### src/hw/rtl/dns_response_ipv4_extractor_macros.svh
// ----------------------------------------------------------------------------
// dns_response_ipv4_extractor_macros.svh
// Assertion helpers shared by the extractor RTL.
// ----------------------------------------------------------------------------
`ifndef DNS_RESPONSE_IPV4_EXTRACTOR_MACROS_SVH
`define DNS_RESPONSE_IPV4_EXTRACTOR_MACROS_SVH

// same-cycle implication, sampled on clock, off during reset
`define DNSX_ASSERT_IMP(label, ante, cons, msg) \
   label: assert property (@(posedge clock) disable iff (reset) (ante) |-> (cons)) \
      else $error(msg);

// next-cycle implication, sampled on clock, off during reset
`define DNSX_ASSERT_NXT(label, ante, cons, msg) \
   label: assert property (@(posedge clock) disable iff (reset) (ante) |=> (cons)) \
      else $error(msg);

`endif

### src/hw/rtl/dnsx_pkg.sv
// ----------------------------------------------------------------------------
// dnsx_pkg
// Types and constants for the DNS response IPv4 extractor.
// ----------------------------------------------------------------------------
`timescale 1ns / 1ps

package dnsx_pkg;

   // header layout
   localparam int unsigned HEADER_LEN    = 12;
   localparam logic [3:0]  OFS_ID_HI     = 4'd0;
   localparam logic [3:0]  OFS_ID_LO     = 4'd1;
   localparam logic [3:0]  OFS_FLAGS_LO  = 4'd3;
   localparam logic [3:0]  OFS_ANCOUNT_HI = 4'd6;
   localparam logic [3:0]  OFS_ANCOUNT_LO = 4'd7;
   localparam logic [3:0]  OFS_HDR_END   = 4'(HEADER_LEN - 1);

   localparam logic [15:0] TXN_ID_RESET  = 16'h1234;
   localparam logic [7:0]  RCODE_MASK    = 8'h0F;
   localparam logic [7:0]  PTR_MASK      = 8'hC0;
   localparam logic [15:0] TYPE_A        = 16'h0001;
   localparam logic [15:0] A_DATA_LEN    = 16'd4;
   localparam logic [15:0] QTAIL_LEN     = 16'd4;

   // positions inside the ten fixed bytes of an answer record
   localparam logic [15:0] FIX_TYPE_HI   = 16'd0;
   localparam logic [15:0] FIX_TYPE_LO   = 16'd1;
   localparam logic [15:0] FIX_LEN_HI    = 16'd8;
   localparam logic [15:0] FIX_LEN_LO    = 16'd9;

   localparam logic [1:0]  VERDICT_IGNORED = 2'd0;
   localparam logic [1:0]  VERDICT_ERROR   = 2'd1;
   localparam logic [1:0]  VERDICT_SUCCESS = 2'd2;

   typedef enum logic [9:0] {
      PH_HDR    = 10'b00_0000_0001,
      PH_QNAME  = 10'b00_0000_0010,
      PH_QTAIL  = 10'b00_0000_0100,
      PH_ANAME  = 10'b00_0000_1000,
      PH_ALABEL = 10'b00_0001_0000,
      PH_APTR   = 10'b00_0010_0000,
      PH_FIXED  = 10'b00_0100_0000,
      PH_RDATA  = 10'b00_1000_0000,
      PH_ADDR   = 10'b01_0000_0000,
      PH_DONE   = 10'b10_0000_0000
   } phase_type;

   typedef struct packed {
      logic [7:0] data_byte;
      logic       last_byte;
   } req_payload_type;

   typedef struct packed {
      logic [1:0]  verdict;
      logic [31:0] resolved_address;
   } rsp_payload_type;

endpackage

### src/hw/rtl/dns_response_ipv4_extractor.sv
// ----------------------------------------------------------------------------
// dns_response_ipv4_extractor
// Byte-serial DNS response parser that reports the first IPv4 A record.
// ----------------------------------------------------------------------------
// Usage:
//   req_*  : one payload byte per item, last_byte set on the final byte.
//   rsp_*  : one verdict item per packet (0 ignored, 1 error, 2 success),
//            with the address on success and zero otherwise.
//   csr_*  : write of the expected transaction id; always ready. Write it
//            only while no packet is in flight.
// Throughput is one byte per cycle while req_stall is low: each byte is
// registered, then a single pass of phase/counter logic updates the parse state.
// The verdict is loaded into the result register when the last byte leaves
// the input register, and is shown on rsp_valid from then on.
// When rsp_stall holds a result, non-final bytes keep flowing; only a
// following last byte waits in the input register, so req_stall rises
// only then.
// Reset (synchronous) empties both registers, rearms the parser at the
// header and restores the transaction id to 0x1234.
// ----------------------------------------------------------------------------
`timescale 1ns / 1ps

`include "dns_response_ipv4_extractor_macros.svh"

module dns_response_ipv4_extractor
   import dnsx_pkg::*;
(
   input  logic            clock,
   input  logic            reset,

   input  logic            req_valid,
   output logic            req_stall,
   input  req_payload_type req_payload,

   output logic            rsp_valid,
   input  logic            rsp_stall,
   output rsp_payload_type rsp_payload,

   input  logic            csr_valid,
   output logic            csr_ready,
   input  logic [15:0]     csr_wdata
);

   // configuration
   logic [15:0]     tid_ff;

   // input register
   logic            s1_valid_ff, s1_valid_in;
   req_payload_type s1_item_ff;

   // parse state
   phase_type       phase_ff, phase_in;
   logic [3:0]      offset_ff, offset_in;
   logic [7:0]      id_hi_ff, id_hi_in;
   logic [15:0]     answers_ff, answers_in;
   logic [15:0]     skip_ff, skip_in;
   logic [15:0]     rtype_ff, rtype_in;
   logic [7:0]      len_hi_ff, len_hi_in;
   logic [31:0]     accum_ff, accum_in;
   logic [1:0]      pending_ff, pending_in;

   // result register
   logic            out_valid_ff, out_valid_in;
   rsp_payload_type out_item_ff, out_item_in;

   logic            advance;
   logic            accept;
   logic            load_out;
   logic [7:0]      b;
   logic [15:0]     skip_dec;
   logic [15:0]     ans_dec;
   logic [15:0]     rec_len;

   assign b         = s1_item_ff.data_byte;
   assign advance   = s1_valid_ff & ~(s1_item_ff.last_byte & out_valid_ff & rsp_stall);
   assign load_out  = advance & s1_item_ff.last_byte;
   assign req_stall = s1_valid_ff & ~advance;
   assign accept    = req_valid & ~req_stall;

   assign s1_valid_in  = accept | (s1_valid_ff & ~advance);
   assign out_valid_in = load_out | (out_valid_ff & rsp_stall);

   assign rsp_valid   = out_valid_ff;
   assign rsp_payload = out_item_ff;
   assign csr_ready   = 1'b1;

   assign skip_dec = skip_ff - 16'd1;
   assign ans_dec  = answers_ff - 16'd1;
   assign rec_len  = {len_hi_ff, b};

   always_comb begin
      phase_in   = phase_ff;
      offset_in  = offset_ff;
      id_hi_in   = id_hi_ff;
      answers_in = answers_ff;
      skip_in    = skip_ff;
      rtype_in   = rtype_ff;
      len_hi_in  = len_hi_ff;
      accum_in   = accum_ff;
      pending_in = pending_ff;

      case (phase_ff)
         PH_HDR: begin
            offset_in = offset_ff + 4'd1;
            if (offset_ff == OFS_ID_HI) begin
               id_hi_in = b;
            end else if (offset_ff == OFS_ID_LO) begin
               if ({id_hi_ff, b} != tid_ff) begin
                  pending_in = VERDICT_IGNORED;
                  phase_in   = PH_DONE;
               end
            end else if (offset_ff == OFS_FLAGS_LO) begin
               if ((b & RCODE_MASK) != 8'h00) begin
                  pending_in = VERDICT_ERROR;
               end
            end else if (offset_ff == OFS_ANCOUNT_HI) begin
               answers_in = {b, 8'h00};
            end else if (offset_ff == OFS_ANCOUNT_LO) begin
               answers_in = {answers_ff[15:8], b};
            end else if (offset_ff == OFS_HDR_END) begin
               if (pending_ff == VERDICT_ERROR || answers_ff == 16'd0) begin
                  pending_in = VERDICT_ERROR;
                  phase_in   = PH_DONE;
               end else begin
                  phase_in = PH_QNAME;
               end
            end
         end
         PH_QNAME: begin
            if (b == 8'h00) begin
               skip_in  = QTAIL_LEN;
               phase_in = PH_QTAIL;
            end
         end
         PH_QTAIL, PH_ALABEL: begin
            skip_in = skip_dec;
            if (skip_dec == 16'd0) begin
               phase_in = PH_ANAME;
            end
         end
         PH_ANAME: begin
            if ((b & PTR_MASK) == PTR_MASK) begin
               phase_in = PH_APTR;
            end else if (b == 8'h00) begin
               skip_in  = 16'd0;
               phase_in = PH_FIXED;
            end else begin
               skip_in  = {8'h00, b};
               phase_in = PH_ALABEL;
            end
         end
         PH_APTR: begin
            skip_in  = 16'd0;
            phase_in = PH_FIXED;
         end
         PH_FIXED: begin
            skip_in = skip_ff + 16'd1;
            if (skip_ff == FIX_TYPE_HI) begin
               rtype_in = {b, 8'h00};
            end else if (skip_ff == FIX_TYPE_LO) begin
               rtype_in = {rtype_ff[15:8], b};
            end else if (skip_ff == FIX_LEN_HI) begin
               len_hi_in = b;
            end else if (skip_ff == FIX_LEN_LO) begin
               // record length completes on this byte
               if (rtype_ff == TYPE_A && rec_len == A_DATA_LEN) begin
                  skip_in  = A_DATA_LEN;
                  accum_in = 32'd0;
                  phase_in = PH_ADDR;
               end else if (rec_len == 16'd0) begin
                  answers_in = ans_dec;
                  if (ans_dec == 16'd0) begin
                     pending_in = VERDICT_ERROR;
                     phase_in   = PH_DONE;
                  end else begin
                     phase_in = PH_ANAME;
                  end
               end else begin
                  skip_in  = rec_len;
                  phase_in = PH_RDATA;
               end
            end
         end
         PH_RDATA: begin
            skip_in = skip_dec;
            if (skip_dec == 16'd0) begin
               answers_in = ans_dec;
               if (ans_dec == 16'd0) begin
                  pending_in = VERDICT_ERROR;
                  phase_in   = PH_DONE;
               end else begin
                  phase_in = PH_ANAME;
               end
            end
         end
         PH_ADDR: begin
            accum_in = {accum_ff[23:0], b};
            skip_in  = skip_dec;
            if (skip_dec == 16'd0) begin
               pending_in = VERDICT_SUCCESS;
               phase_in   = PH_DONE;
            end
         end
         PH_DONE: begin
            // drop trailing bytes until the end of the packet
         end
         default: begin
            phase_in = PH_HDR;
         end
      endcase

      // verdict comes from the state after this byte
      if (phase_in == PH_DONE) begin
         out_item_in.verdict = pending_in;
      end else begin
         out_item_in.verdict = VERDICT_IGNORED;
      end
      if (out_item_in.verdict == VERDICT_SUCCESS) begin
         out_item_in.resolved_address = accum_in;
      end else begin
         out_item_in.resolved_address = 32'd0;
      end

      // rearm for the next packet
      if (s1_item_ff.last_byte) begin
         phase_in   = PH_HDR;
         offset_in  = 4'd0;
         pending_in = VERDICT_IGNORED;
      end
   end

   always_ff @(posedge clock) begin
      if (reset) begin
         tid_ff       <= TXN_ID_RESET;
         s1_valid_ff  <= 1'b0;
         out_valid_ff <= 1'b0;
         phase_ff     <= PH_HDR;
         offset_ff    <= 4'd0;
         pending_ff   <= VERDICT_IGNORED;
      end else begin
         if (csr_valid & csr_ready) begin
            tid_ff <= csr_wdata;
         end
         s1_valid_ff  <= s1_valid_in;
         out_valid_ff <= out_valid_in;
         if (advance) begin
            phase_ff   <= phase_in;
            offset_ff  <= offset_in;
            pending_ff <= pending_in;
         end
      end
   end

   always_ff @(posedge clock) begin
      if (accept) begin
         s1_item_ff <= req_payload;
      end
      if (advance) begin
         id_hi_ff   <= id_hi_in;
         answers_ff <= answers_in;
         skip_ff    <= skip_in;
         rtype_ff   <= rtype_in;
         len_hi_ff  <= len_hi_in;
         accum_ff   <= accum_in;
      end
      if (load_out) begin
         out_item_ff <= out_item_in;
      end
   end

   `DNSX_ASSERT_IMP(a_stall_only_on_blocked_last,
      req_stall, s1_valid_ff && s1_item_ff.last_byte && out_valid_ff && rsp_stall,
      "input stalled without a blocked final byte")

   `DNSX_ASSERT_NXT(a_rearm_after_last,
      load_out, phase_ff == PH_HDR && offset_ff == 4'd0 && pending_ff == VERDICT_IGNORED,
      "parser not rearmed after final byte")

   `DNSX_ASSERT_IMP(a_address_zero_unless_success,
      out_valid_ff && out_item_ff.verdict != VERDICT_SUCCESS,
      out_item_ff.resolved_address == 32'd0,
      "address nonzero on a non-success verdict")

   `DNSX_ASSERT_IMP(a_header_offset_range,
      phase_ff == PH_HDR, offset_ff <= OFS_HDR_END,
      "header offset past end of header")

   `DNSX_ASSERT_NXT(a_result_held_for_stall,
      out_valid_ff && rsp_stall, out_valid_ff && $stable(out_item_ff),
      "pending verdict lost while receiver stalled")

endmodule
### config.mk
export PLATFORM = sky130hd
export DESIGN_NAME = dns_response_ipv4_extractor
export DESIGN_NICKNAME = d
export VERILOG_FILES = /design/src/hw/rtl/dnsx_pkg.sv /design/src/hw/rtl/dns_response_ipv4_extractor.sv
export VERILOG_INCLUDE_DIRS = /design/src /design/src/hw/rtl
export SDC_FILE = /design/constraint.sdc
export NUM_CORES = 1
export LEC_CHECK = 0
export ABC_AREA = 1
export BUFFER_PORTS_ARGS = -buffer_cell sky130_fd_sc_hd__buf_2
export CAP_MARGIN = 40
export CORE_MARGIN = 2
export CORE_UTILIZATION = 50
export CTS_CLUSTER_SIZE = 28
export DETAILED_ROUTE_END_ITERATION = 6
export PLACE_DENSITY_LB_ADDON = 0.15
export SLEW_MARGIN = 20
export SYNTH_ARGS = -nofsm -noshare
export SYNTH_HDL_FRONTEND = slang
export SYNTH_SLANG_ARGS = --single-unit
### constraint.sdc
create_clock -name clock -period 2.9 [get_ports clock]
set_input_delay 0.145 -clock clock [delete_from_list [all_inputs] [get_ports clock]]
set_output_delay 0.145 -clock clock [all_outputs]
set_load 0.01 [all_outputs]
* Yosys cells after proc, flatten, opt, wreduce, memory -nomap -nowiden *
Index checks and enable logic that the tools add are counted.
W data, S select, Z words.

storage, ports and cells
  flip-flop bits (word level) = 173
  latch bits = 0
  bits in writable memories = 0
  bits in read-only memories = 0
  bits of input ports = 30
  output and inout bits = 37
  word-level logic and storage cells = 176
  memories = 0

cells by class
  $add $sub $neg = 4
  multipliers = 0
  divide/modulo/power cells = 0
  $lt $le $gt $ge = 0
  eq/ne operators = 39
  shifts and indexed selects = 0
  muxes and demuxes = 77
  bitwise logic cells = 14
  reductions and logical operators = 24

operator list
  cell                     count
  $mux W16                 20
  $mux W10                 20
  $mux W32                 5
  $pmux W10 S9             1
  $logic_not A16 Y1        5
  $pmux W16 S5             1
  $pmux W32 S2             1
  $pmux W16 S3             1
  $mux W2                  20
  $eq A16 B1 Y1 const B    2
  $eq A16 B4 Y1 const B    2
  $sub A16 B1 Y16 const B  2
  $ne A2 B2 Y1 const B     13
  $reduce_and A13 Y1       2
  $mux W8                  3
  $eq A10 B10 Y1 const B   2
  $add A16 B1 Y16 const B  1
  $eq A16 B3 Y1 const B    1
  $ne A16 B16 Y1           1
  $mux W7                  2
  $eq A10 B1 Y1 const B    1
  $eq A10 B2 Y1 const B    1
  $eq A10 B3 Y1 const B    1
  $eq A10 B4 Y1 const B    1
  32 further kinds         49

* Depth between registers and ports, before layout *
Gate-level depths: netlist of the first run.

  depth after elaboration = 13
  depth in mapped cells = 18
  gate-level depth less buffers = 17

* Least setup slack after synthesis of the first run *
OpenSTA, ideal clock, no wires.

  path kind = reg-to-reg
  start = register skip_ff[0]
  end = register answers_ff[0] (enable)
  library setup time = 0.375 ns
  arrival = 2.115 ns
  required time = 2.525 ns
  slack = 0.409 ns
  cell stages (with the launch flop) = 13
  path buffers = 0
  period minus slack after synthesis = 2.491 ns
  cells stage by stage = edfxtp_1 -> inv_1 -> ha_1 -> nand2_1 -> nor2_1 -> nand2_1 -> nand2_1 -> nand3_1 -> nor2_1 -> nand3_1 -> nor2_1 -> o22ai_1 -> a21oi_1

on the way
  longest elaborated chain between the ends = 4
  elaborated cells between the ends (all ways) = 12
  classes of those cells = add/sub: 1; eq/ne: 8; reduce/logical: 3

ends and longest elaborated chain
  element                                RTL line                            source
  start: declaration                     dns_response_ipv4_extractor.sv:56   logic [15:0] skip_ff, skip_in;
  start signal: assignment               dns_response_ipv4_extractor.sv:261  skip_ff <= skip_in;
  $sub A16 B1 Y16                        dns_response_ipv4_extractor.sv:87   assign skip_dec = skip_ff - 16'd1;
  $logic_not A16 Y1                      dns_response_ipv4_extractor.sv:186  if (skip_dec == 16'd0) begin
  $ne A2 B2 Y1 (no source line)          --
  $reduce_and A13 Y1 (no source line) *  --
  end signal: assignment                 dns_response_ipv4_extractor.sv:260  answers_ff <= answers_in;
  end: declaration                       dns_response_ipv4_extractor.sv:55   logic [15:0] answers_ff, answers_in;

Every way passes the cells marked *; elsewhere a longest branch is shown, timed or not.
A chain may end at the register's enable or synchronous reset.

* Final worst setup path of the first run *
  start = register skip_ff[1]
  end = register out_item_ff (netlist bit rsp_payload[16]), data pin

on the way
  longest elaborated chain between the ends = 9
  elaborated cells between the ends (all ways) = 29
  classes of those cells = add/sub: 1; eq/ne: 5; mux: 21; reduce/logical: 2

ends and longest elaborated chain
  element                                                  RTL line                            source
  branches (longest 9 deep; another with $sub A16 B1 Y16)  --
  end signal: assignment                                   dns_response_ipv4_extractor.sv:267  out_item_ff <= out_item_in;
  end: declaration                                         dns_response_ipv4_extractor.sv:64   rsp_payload_type out_item_ff, out_item_in;

Parallel ways; which one is timed is not known.

==> results of run 1 <==
[worst min-delay path: cells and delay by family]
family	cells	cell delay [ns]
compound gates	2	0.21
buf+inv	1	0.09
[how the worst min path moves through the flow]
stage	endpoint	slack, ns	depth (start not counted)
after floorplan	offset_ff[1]	0.21	1
after global placement	b[7]	0.32	1
after detailed placement	b[7]	0.32	1
after CTS	tid_ff[3]	0.02	3
after global routing	tid_ff[3]	0.10	3
final	tid_ff[3]	0.04	3
[what timing repair did]
item,CTS,global route
buffers inserted,0,7
endpoints found under the setup margin,0,34
endpoints found under the hold margin,25,0
resized for setup,0,4
hold buffers,25,0
[per-stage QoR]
stage | util | power (W)
final | 0.600 | 0.00539
after global routing | 0.600 | 0.00554
after CTS | 0.595 | 0.00541
after detailed placement | 0.551 | 0.00302
after global placement | 0.551 | 0.00302
after floorplan | - | 0.00291
[synthesized netlist by cell type (5+ instances only)]
| master | instances | area [um^2] |
|---|---|---|
| a31oi_1 | 5 | 31.3 |
| a21oi_1 | 29 | 145 |
| nand2_1 | 223 | 837 |
| dfxtp_1 | 34 | 681 |
| nor2_4 | 9 | 101 |
| nor3_2 | 31 | 310 |
| inv_1 | 184 | 691 |
| ha_1 | 11 | 138 |
| o22ai_1 | 36 | 225 |
| inv_2 | 7 | 26.3 |
| buf_6 | 8 | 90.1 |
| xor2_1 | 25 | 219 |
| nand3_1 | 89 | 445 |
| edfxtp_1 | 139 | 4170 |
| nand2_2 | 12 | 75.1 |
| o211ai_1 | 5 | 37.5 |
| nor2_2 | 15 | 93.8 |
| nor3_1 | 17 | 85.1 |
| nand4_1 | 24 | 150 |
| nor2_1 | 146 | 548 |
| o21ai_0 | 58 | 290 |
| buf_2 | 6 | 30.0 |
| clkbuf_1 | 13 | 48.8 |
[sequential cells by signal, indices dropped and copies added (netlist names)]
| name | cells |
|---|---|
| b | 8 |
| id_hi_ff | 8 |
| tid_ff | 16 |
| s1_valid_ff | 1 |
| phase_ff | 10 |
| rsp_payload | 34 |
| pending_ff | 2 |
| answers_ff | 16 |
| s1_item_ff | 1 |
| rtype_ff | 16 |
| accum_ff | 32 |
| rsp_valid | 1 |
| offset_ff | 4 |
| len_hi_ff | 8 |
| skip_ff | 16 |
[where the power goes]
part           total [W]  switching [W]  internal, W
combinational   0.000272       0.000168     0.000104
sequential       0.00272      0.0000242      0.00270
clock            0.00239        0.00108      0.00131
[layer usage]
metal / global-route usage / vias up
met5: 0 / -
met4: 0.0774 / 0
li1: - / 4120
met3: 0.0450 / 36
met2: 0.416 / 296
met1: 0.368 / 3845
[logic make-up after synthesis]
group,count (synthesis),synth area share
buffers and inverters,221,0.0925
AOI/OAI and AO/OA,151,0.0903
xor gates and xnor gates,27,0.0243
other,1,0.000385
and+or+nand+nor,574,0.280
DFF,173,0.498
adders and majority gates,11,0.0141
[final cells by class]
type | count | area, um^2 | share of cell area
Multi-Input combinational cell | 764 | 4000 | 0.346
Clock buffer | 18 | 429 | 0.0371
Sequential cell | 173 | 4850 | 0.420
Tap cell | 265 | 332 | 0.0287
Inverter | 193 | 724 | 0.0626
Timing Repair Buffer | 144 | 1050 | 0.0907
Clock inverter | 14 | 180 | 0.0156
==> impl_metrics.env, run 1 <==
export IMPL_status="finished clean"
export IMPL_rows=51
export IMPL_synth_top_flop_cell="edfxtp_1"
export IMPL_antenna_found_initial=0
export IMPL_wl_met1_um=11900
export IMPL_rr_startpoint="skip_ff[1]"
export IMPL_cp_num_buf_inv=2
export IMPL_via_per_inst=5.28
export IMPL_hold_start="csr_wdata[3]"
export IMPL_dpl_cell_count=1505
export IMPL_synth_nets=1199
export IMPL_clock_fmax_mhz=370
export IMPL_final_cells=1571
export IMPL_dr_wl_met3_um=1700
export IMPL_grt_overflow=0
export IMPL_area_growth_syn_to_layout_pct=18.7
export IMPL_syn_instance_count=1158
export IMPL_finClkSkew_ns=0.0104
export IMPL_async_flop_share=0
export IMPL_remaining_drc_errors=0
export IMPL_cts_buffers=17
export IMPL_wl_met2_um=12100
export IMPL_die_w_um=144
export IMPL_min_period_ns=2.71
export IMPL_max_cap_violations=0
export IMPL_path_common_cell="nand2_1"
export IMPL_fin_area_mm2=0.0116
export IMPL_core_mm2=0.0193
export IMPL_tightest_slew_ns=0.540
export IMPL_rr_worst_depth=17
export IMPL_routabilityCongestion=1.01
export IMPL_die_height_um=144
export IMPL_crit_type="flip-flop to flip-flop"
export IMPL_synth_edf_count=139
export IMPL_path_depth=17
export IMPL_cts_tree="yes"
export IMPL_layout_nets=1334
export IMPL_grt_max_degree=39
export IMPL_final_common_cell="nand2_1"
export IMPL_pre_cts_ws_ns=0.191
export IMPL_cts_root_buf="clkbuf_16"
export IMPL_clock_latency_ns=0.44
export IMPL_critPathRequiredTime_ns=3.18
export IMPL_critical_path_startpoint="skip_ff[1]"
export IMPL_hold_slack_ns=0.0434
export IMPL_synth_distinct_cells=43
export IMPL_p_per_area_mw_per_mm2=466
export IMPL_postSynthAreaPerCell_um2=8.41
export IMPL_post_route_period_util=0.933
export IMPL_cts_sinks=173
export IMPL_hold_class="input pin to flip-flop"
export IMPL_final_setup_viol_count=0
export IMPL_num_vias=8297
export IMPL_final_layout_size_suffix_gt1_frac=0.178
export IMPL_clk_path_buf_depth=2
export IMPL_grt_pass1_vias=7895
export IMPL_portBuffers=65
export IMPL_max_stage_delay_ns=0.44
export IMPL_ys_ff_latch=173
export IMPL_cp_top_family="simple AND/OR/NAND/NOR gates"
export IMPL_top_layer="met4"
export IMPL_hold_viol_final=0
export IMPL_fin_ws_ns=0.194
export IMPL_yosysWarnings=0
export IMPL_start_util=0.505
export IMPL_grt_usage=0.261
export IMPL_start_kind="flip-flop"
export IMPL_dieArea_mm2=0.0206
export IMPL_worstPathMaxFanout=13
export IMPL_final_fill_count=1725
export IMPL_crit_path_end_kind="flip-flop"
export IMPL_htree_levels=4
export IMPL_dpl_cell_area_mm2=0.0106
export IMPL_antenna_cells=0
export IMPL_r2r_end="rsp_payload[16]"
export IMPL_grt_pass1_wl_um=41100
export IMPL_drtPass1Iterations=5
export IMPL_slew_violations=0
export IMPL_crit_slowest_cell="edfxtp_1"
export IMPL_final_cell_mix="223 x nand2_1, 184 x inv_1, 144 x nor2_1"
export IMPL_antenna_left=0
export IMPL_first_iter_violations=750
export IMPL_r2r_setup_slack_ns=0.19
export IMPL_drt_wl_total_um=26300
export IMPL_slew_headroom=0.639
export IMPL_leakage_nw=5.54
export IMPL_ys_seq_area_frac=0.498
export IMPL_hpwl_um=19000
export IMPL_finalSetupTns_ns=0
export IMPL_wire_per_inst_um=16.7
export IMPL_endpoint="rsp_payload[16]"
export IMPL_peakVddDrop_mv=0.411
export IMPL_io_pin_count=67
export IMPL_clk_pin_slew_ns=0.07
export IMPL_worstPathCellList="inv_1 > ha_2 > nand2_1 > nor2_1 > nand2_1 > nand2_1 > nand3_1 > nor2_2 > nand2_1 > nor2_2 > nand2_2 > nand2_1 > nand2_1 > nand2_2 > nand3_4 > buf_12 > nor3_2"
export IMPL_syn_cell_area_mm2=0.00974
export IMPL_crit_arrival_ns=2.98
Note: power is estimated with default switching activity, not from simulation.
==> run 2: changes to the inputs <==
--- a/config.mk
+++ b/config.mk
@@ -9,8 +9,10 @@
 export ABC_AREA = 1
 export BUFFER_PORTS_ARGS = -buffer_cell sky130_fd_sc_hd__buf_2
 export CAP_MARGIN = 40
+export CELL_PAD_IN_SITES_DETAIL_PLACEMENT = 1
+export CELL_PAD_IN_SITES_GLOBAL_PLACEMENT = 1
 export CORE_MARGIN = 2
-export CORE_UTILIZATION = 50
+export CORE_UTILIZATION = 46
 export CTS_CLUSTER_SIZE = 28
 export DETAILED_ROUTE_END_ITERATION = 6
 export PLACE_DENSITY_LB_ADDON = 0.15
==> impl_metrics.env, run 2 (synthesis results as in run 1) <==
export IMPL_drtPass1Iterations=7
export IMPL_clock_fmax_mhz=356
export IMPL_status="finished clean"
export IMPL_crit_slowest_cell="edfxtp_1"
export IMPL_die_height_um=150
export IMPL_grt_busiest_layer="met2"
export IMPL_cts_sinks=173
export IMPL_final_setup_viol_count=0
export IMPL_via_per_inst=5.56
export IMPL_hpwl_um=22600
export IMPL_grt_overflow=0
export IMPL_p_switching_w=0.00141
export IMPL_intPower_w=0.00397
export IMPL_final_util=0.570
export IMPL_cts_buffers=17
export IMPL_grt_pass1_wl_um=50500
export IMPL_min_period_ns=2.81
export IMPL_slew_violations=0
export IMPL_grt_pass1_vias=9130
export IMPL_start_kind="flip-flop"
export IMPL_cts_root_buf="clkbuf_16"
export IMPL_clk_path_buf_depth=2
export IMPL_finClkSkew_ns=0.0204
export IMPL_worstPathMaxFanout=27
export IMPL_max_cap_violations=0
export IMPL_cp_top_family="simple AND/OR/NAND/NOR gates"
export IMPL_slew_headroom=0.617
export IMPL_clk_pin_slew_ns=0.08
export IMPL_antenna_cells=0
export IMPL_final_cell_mix="219 x nand2_1, 183 x inv_1, 143 x nor2_1"
export IMPL_htree_levels=4
export IMPL_peakVddDrop_mv=0.391
export IMPL_met1_usage=0.386
export IMPL_p_clk_frac=0.438
export IMPL_hold_viol_final=0
export IMPL_switching_share=0.262
export IMPL_p_per_area_mw_per_mm2=452
export IMPL_cts_tree="yes"
export IMPL_dpl_cell_count=1528
export IMPL_area_growth_syn_to_layout_pct=22.3
export IMPL_largest_reg_flops=34
export IMPL_crit_type="flip-flop to flip-flop"
export IMPL_grt_max_degree=39
export IMPL_dieArea_mm2=0.0224
export IMPL_io_pin_count=67
export IMPL_final_cells=1613
export IMPL_antenna_found_initial=0
export IMPL_antenna_left=0
export IMPL_hold_class="input pin to flip-flop"
export IMPL_drt_wl_total_um=33500
export IMPL_grt_usage=0.297
export IMPL_num_vias=8973
export IMPL_max_stage_delay_ns=0.45
export IMPL_clock_latency_ns=0.45
export IMPL_crit_path_end_kind="flip-flop"
export IMPL_die_w_um=150
export IMPL_first_iter_violations=606
export IMPL_leakage_nw=5.74
export IMPL_core_mm2=0.0209
export IMPL_routabilityCongestion=0.891
export IMPL_use_met3=0.0366
export IMPL_finalSetupTns_ns=0
export IMPL_layout_nets=1366
export IMPL_rows=53
export IMPL_wire_per_inst_um=20.8
export IMPL_met2_usage=0.517
export IMPL_start_util=0.466
export IMPL_post_route_period_util=0.969
export IMPL_final_layout_size_suffix_gt1_frac=0.206
export IMPL_p_comb_frac=0.056
export IMPL_portBuffers=65
export IMPL_final_common_cell="nand2_1"
export IMPL_tightest_slew_ns=0.573
export IMPL_pwr_share_seq=0.506
export IMPL_rsz0062_at_grt="yes"
export IMPL_remaining_drc_errors=0
export IMPL_critPathRequiredTime_ns=3.19
export IMPL_cp_num_buf_inv=3
export IMPL_crit_arrival_ns=3.10
export IMPL_worstPathCellList="inv_2 > ha_4 > nand2_1 > nor2_2 > nand3_1 > nand2_2 > nand2_1 > nor2_2 > nand2_1 > nor2_2 > nand2_2 > buf_4 > nor2_1 > nor2_1 > nand2_2 > nand3_4 > buf_12 > nor3_2"
## run 2: changes by cell type in the layout (fill, tap and decap cells not counted), moves of 3 or more
| cell | delta |
|---|---|
| nor2_4 | +5 |
| nor2_2 | -4 |
| clkinvlp_4 | -3 |
| nand2_1 | -4 |
| nor3_1 | -3 |
| buf_4 | +29 |
## run 2: final cells by class
cell class	instances	area [um^2]
Clock buffer	18	429
Clock inverter	14	165
Fill cell	2528	8970
Inverter	193	724
Multi-Input combinational cell	765	4100
Sequential cell	173	4850
Tap cell	275	344
Timing Repair Buffer	175	1300
## run 2: final timing paths
check | from | endpoint | slack, ns | cells past startpoint
worst max-delay path | skip_ff[0] | rsp_payload[31] | 0.09 | 18
worst min-delay path | csr_wdata[3] | tid_ff[3] | 0.07 | 3
worst max register to register | skip_ff[0] | rsp_payload[31] | 0.09 | 18
worst min register to register | phase_ff[1] | phase_ff[1] | 0.49 | 2
## run 2: power groups by stage
stage          logic [W]  clock network [W]  registers [W]
3_3_place_gp    0.000244                  0        0.00278
3_5_place_dp    0.000253                  0        0.00278
2_1_floorplan   0.000131                  0        0.00278
5_1_grt         0.000327            0.00247        0.00273
6_report        0.000301            0.00236        0.00273
4_1_cts         0.000283            0.00236        0.00272
## run 2: routing by layer
metal,up-vias,routed length [um]
li1,4178,-
met1,4487,14200
met2,253,17100
met3,55,1450
met4,0,741
met5,-,0
## run 2: worst min-delay path: stages
cell and delay (ns):
buf_2 0.08, o21ai_0 0.08, a21oi_1 0.15
## run 2: what timing repair did
action | in CTS | in global routing
setup endpoints to repair | 0 | 35
hold endpoints to repair | 25 | 0
buffers inserted | 0 | 24
hold buffers | 25 | 0
resized for setup | 0 | 25
## run 2: metrics by stage
stage,cell area (um^2),hold slack (ns),setup WS (ns),power (W)
after CTS,11600,0.0500,0.0154,0.00537
after global routing,11900,0.130,-0.0578,0.00553
final,11900,0.0741,0.0893,0.00539
after detailed placement,10700,0.324,0.0341,0.00303
after global placement,10700,0.324,0.194,0.00302
after floorplan,9740,0.214,0.409,0.00291
==> run 3: changes to the inputs <==
--- a/config.mk
+++ b/config.mk
@@ -12,7 +12,7 @@
 export CELL_PAD_IN_SITES_DETAIL_PLACEMENT = 1
 export CELL_PAD_IN_SITES_GLOBAL_PLACEMENT = 1
 export CORE_MARGIN = 2
-export CORE_UTILIZATION = 46
+export CORE_UTILIZATION = 30
 export CTS_CLUSTER_SIZE = 28
 export DETAILED_ROUTE_END_ITERATION = 6
 export PLACE_DENSITY_LB_ADDON = 0.15
==> impl_metrics.env, run 3 (synthesis results as in run 1) <==
export IMPL_drt_wl_total_um=31000
export IMPL_clk_path_buf_depth=2
export IMPL_cts_sinks=173
export IMPL_antenna_left=0
export IMPL_critPathRequiredTime_ns=3.18
export IMPL_slew_violations=0
export IMPL_final_layout_size_suffix_gt1_frac=0.191
export IMPL_final_setup_viol_count=0
export IMPL_tightest_slew_ns=0.781
export IMPL_htree_levels=4
export IMPL_clock_fmax_mhz=370
export IMPL_fin_ws_ns=0.201
export IMPL_grt_pass1_wl_um=48200
export IMPL_via_per_inst=4.77
export IMPL_rr_startpoint="skip_ff[3]"
export IMPL_post_route_period_util=0.931
export IMPL_clk_pin_slew_ns=0.08
export IMPL_grt_overflow=0
export IMPL_crit_arrival_ns=2.98
export IMPL_hold_start="rsp_stall"
export IMPL_crit_path_end_kind="flip-flop"
export IMPL_p_per_area_mw_per_mm2=455
export IMPL_area_growth_syn_to_layout_pct=22.3
export IMPL_io_pin_count=67
export IMPL_clock_latency_ns=0.44
export IMPL_grt_pass1_vias=8456
export IMPL_worstPathMaxFanout=7
export IMPL_core_mm2=0.0318
export IMPL_leakage_nw=5.62
export IMPL_first_iter_violations=408
export IMPL_final_cell_mix="220 x nand2_1, 183 x inv_1, 143 x nor2_1"
export IMPL_pre_cts_ws_ns=0.151
export IMPL_cts_root_buf="clkbuf_16"
export IMPL_hold_viol_final=0
export IMPL_start_util=0.306
export IMPL_remaining_drc_errors=0
export IMPL_rsz0062_at_grt="yes"
export IMPL_status="finished clean"
export IMPL_die_w_um=184
export IMPL_peakVddDrop_mv=0.323
export IMPL_max_cap_violations=0
export IMPL_num_vias=8367
export IMPL_fin_total_pwr_w=0.00543
export IMPL_grt_usage=0.187
export IMPL_drtPass1Iterations=5
export IMPL_wire_per_inst_um=17.7
export IMPL_cts_tree="yes"
export IMPL_routabilityCongestion=0.828
export IMPL_layout_nets=1347
export IMPL_grt_max_degree=36
export IMPL_largest_reg_flops=34
export IMPL_dieArea_mm2=0.0339
export IMPL_crit_type="flip-flop to flip-flop"
export IMPL_final_common_cell="nand2_1"
export IMPL_finClkSkew_ns=0.0199
export IMPL_cts_buffers=17
export IMPL_antenna_cells=0
export IMPL_start_kind="flip-flop"
export IMPL_hpwl_um=23500
export IMPL_critical_path_startpoint="skip_ff[3]"
export IMPL_portBuffers=65
export IMPL_finalSetupTns_ns=0
export IMPL_min_period_ns=2.70
export IMPL_rows=65
export IMPL_hold_class="input pin to flip-flop"
export IMPL_slew_headroom=0.477
export IMPL_antenna_found_initial=0
export IMPL_die_height_um=184
==> run 3: cell count changes in the layout (fill, tap and decap cells not counted), sizes merged <==
cell	change
bufinv	+1
buf	-17
clkbuf	-3
dlygate4sd3	+1
nand3	-1
inv	-1
clkinv	+1
==> run 3: repair_timing <==
action	4_1_cts	5_1_grt
setup endpoints to repair	0	35
buffers inserted	0	8
hold buffers	26	0
hold endpoints to repair	26	0
resized for setup	0	14
==> run 3: report_power, final <==
group	total (W)	internal (W)	switching, W
Combinational	0.000280	0.000105	0.000175
Sequential	0.00272	0.00270	0.0000239
Clock	0.00242	0.00125	0.00117
==> run 3: path summary, 6_finish.rpt <==
check / endpoint / slack (ns) / depth (start not counted)
worst max-delay path: rsp_payload[25] / 0.20 / 16
worst min-delay path: rsp_valid / 0.09 / 5
worst max register to register: rsp_payload[25] / 0.20 / 16
worst min register to register: pending_ff[1] / 0.47 / 2
==> run 3: worst max-delay path: stages, from the launching register on <==
cell      delay [ns]
edfxtp_1        0.53
buf_4           0.20
buf_4           0.12
inv_1           0.08
nand2_1         0.06
nand2_1         0.13
nand3_1         0.12
nor2_1          0.16
nand2_1         0.08
nor2_2          0.12
nand2_2         0.13
nand2_1         0.11
nand2_1         0.07
nand2_2         0.09
nand3_4         0.15
buf_4           0.21
nor3_2          0.16
==> run 3: final cells by class <==
cell class                 count  area, um^2
tap                          435         544
multi-input combinational    764        4030
inverter                     193         724
sequential                   173        4850
clock inverter                15         190
clock buffer                  17         425
timing repair buffer         157        1140
fill                        3769       19900
==> run 3: layer usage <==
layer  GRT usage  share of wire  vias up
li1            -              -     4147
met1       0.269           0.50     4053
met2       0.299           0.46      143
met3      0.0225          0.030       24
met4      0.0435         0.0096        0
met5           0              0        -
==> run 3: stage by stage <==
stage | instance area (um^2) | utilization | cells | hold WS, ns
after floorplan | 9740 | - | 1158 | 0.214
after global placement | 10900 | 0.344 | 1688 | 0.327
after detailed placement | 10900 | 0.344 | 1688 | 0.329
after CTS | 11800 | 0.371 | 1746 | 0.0849
after global routing | 11900 | 0.375 | 1754 | 0.115
final | 11900 | 0.375 | 1754 | 0.0929
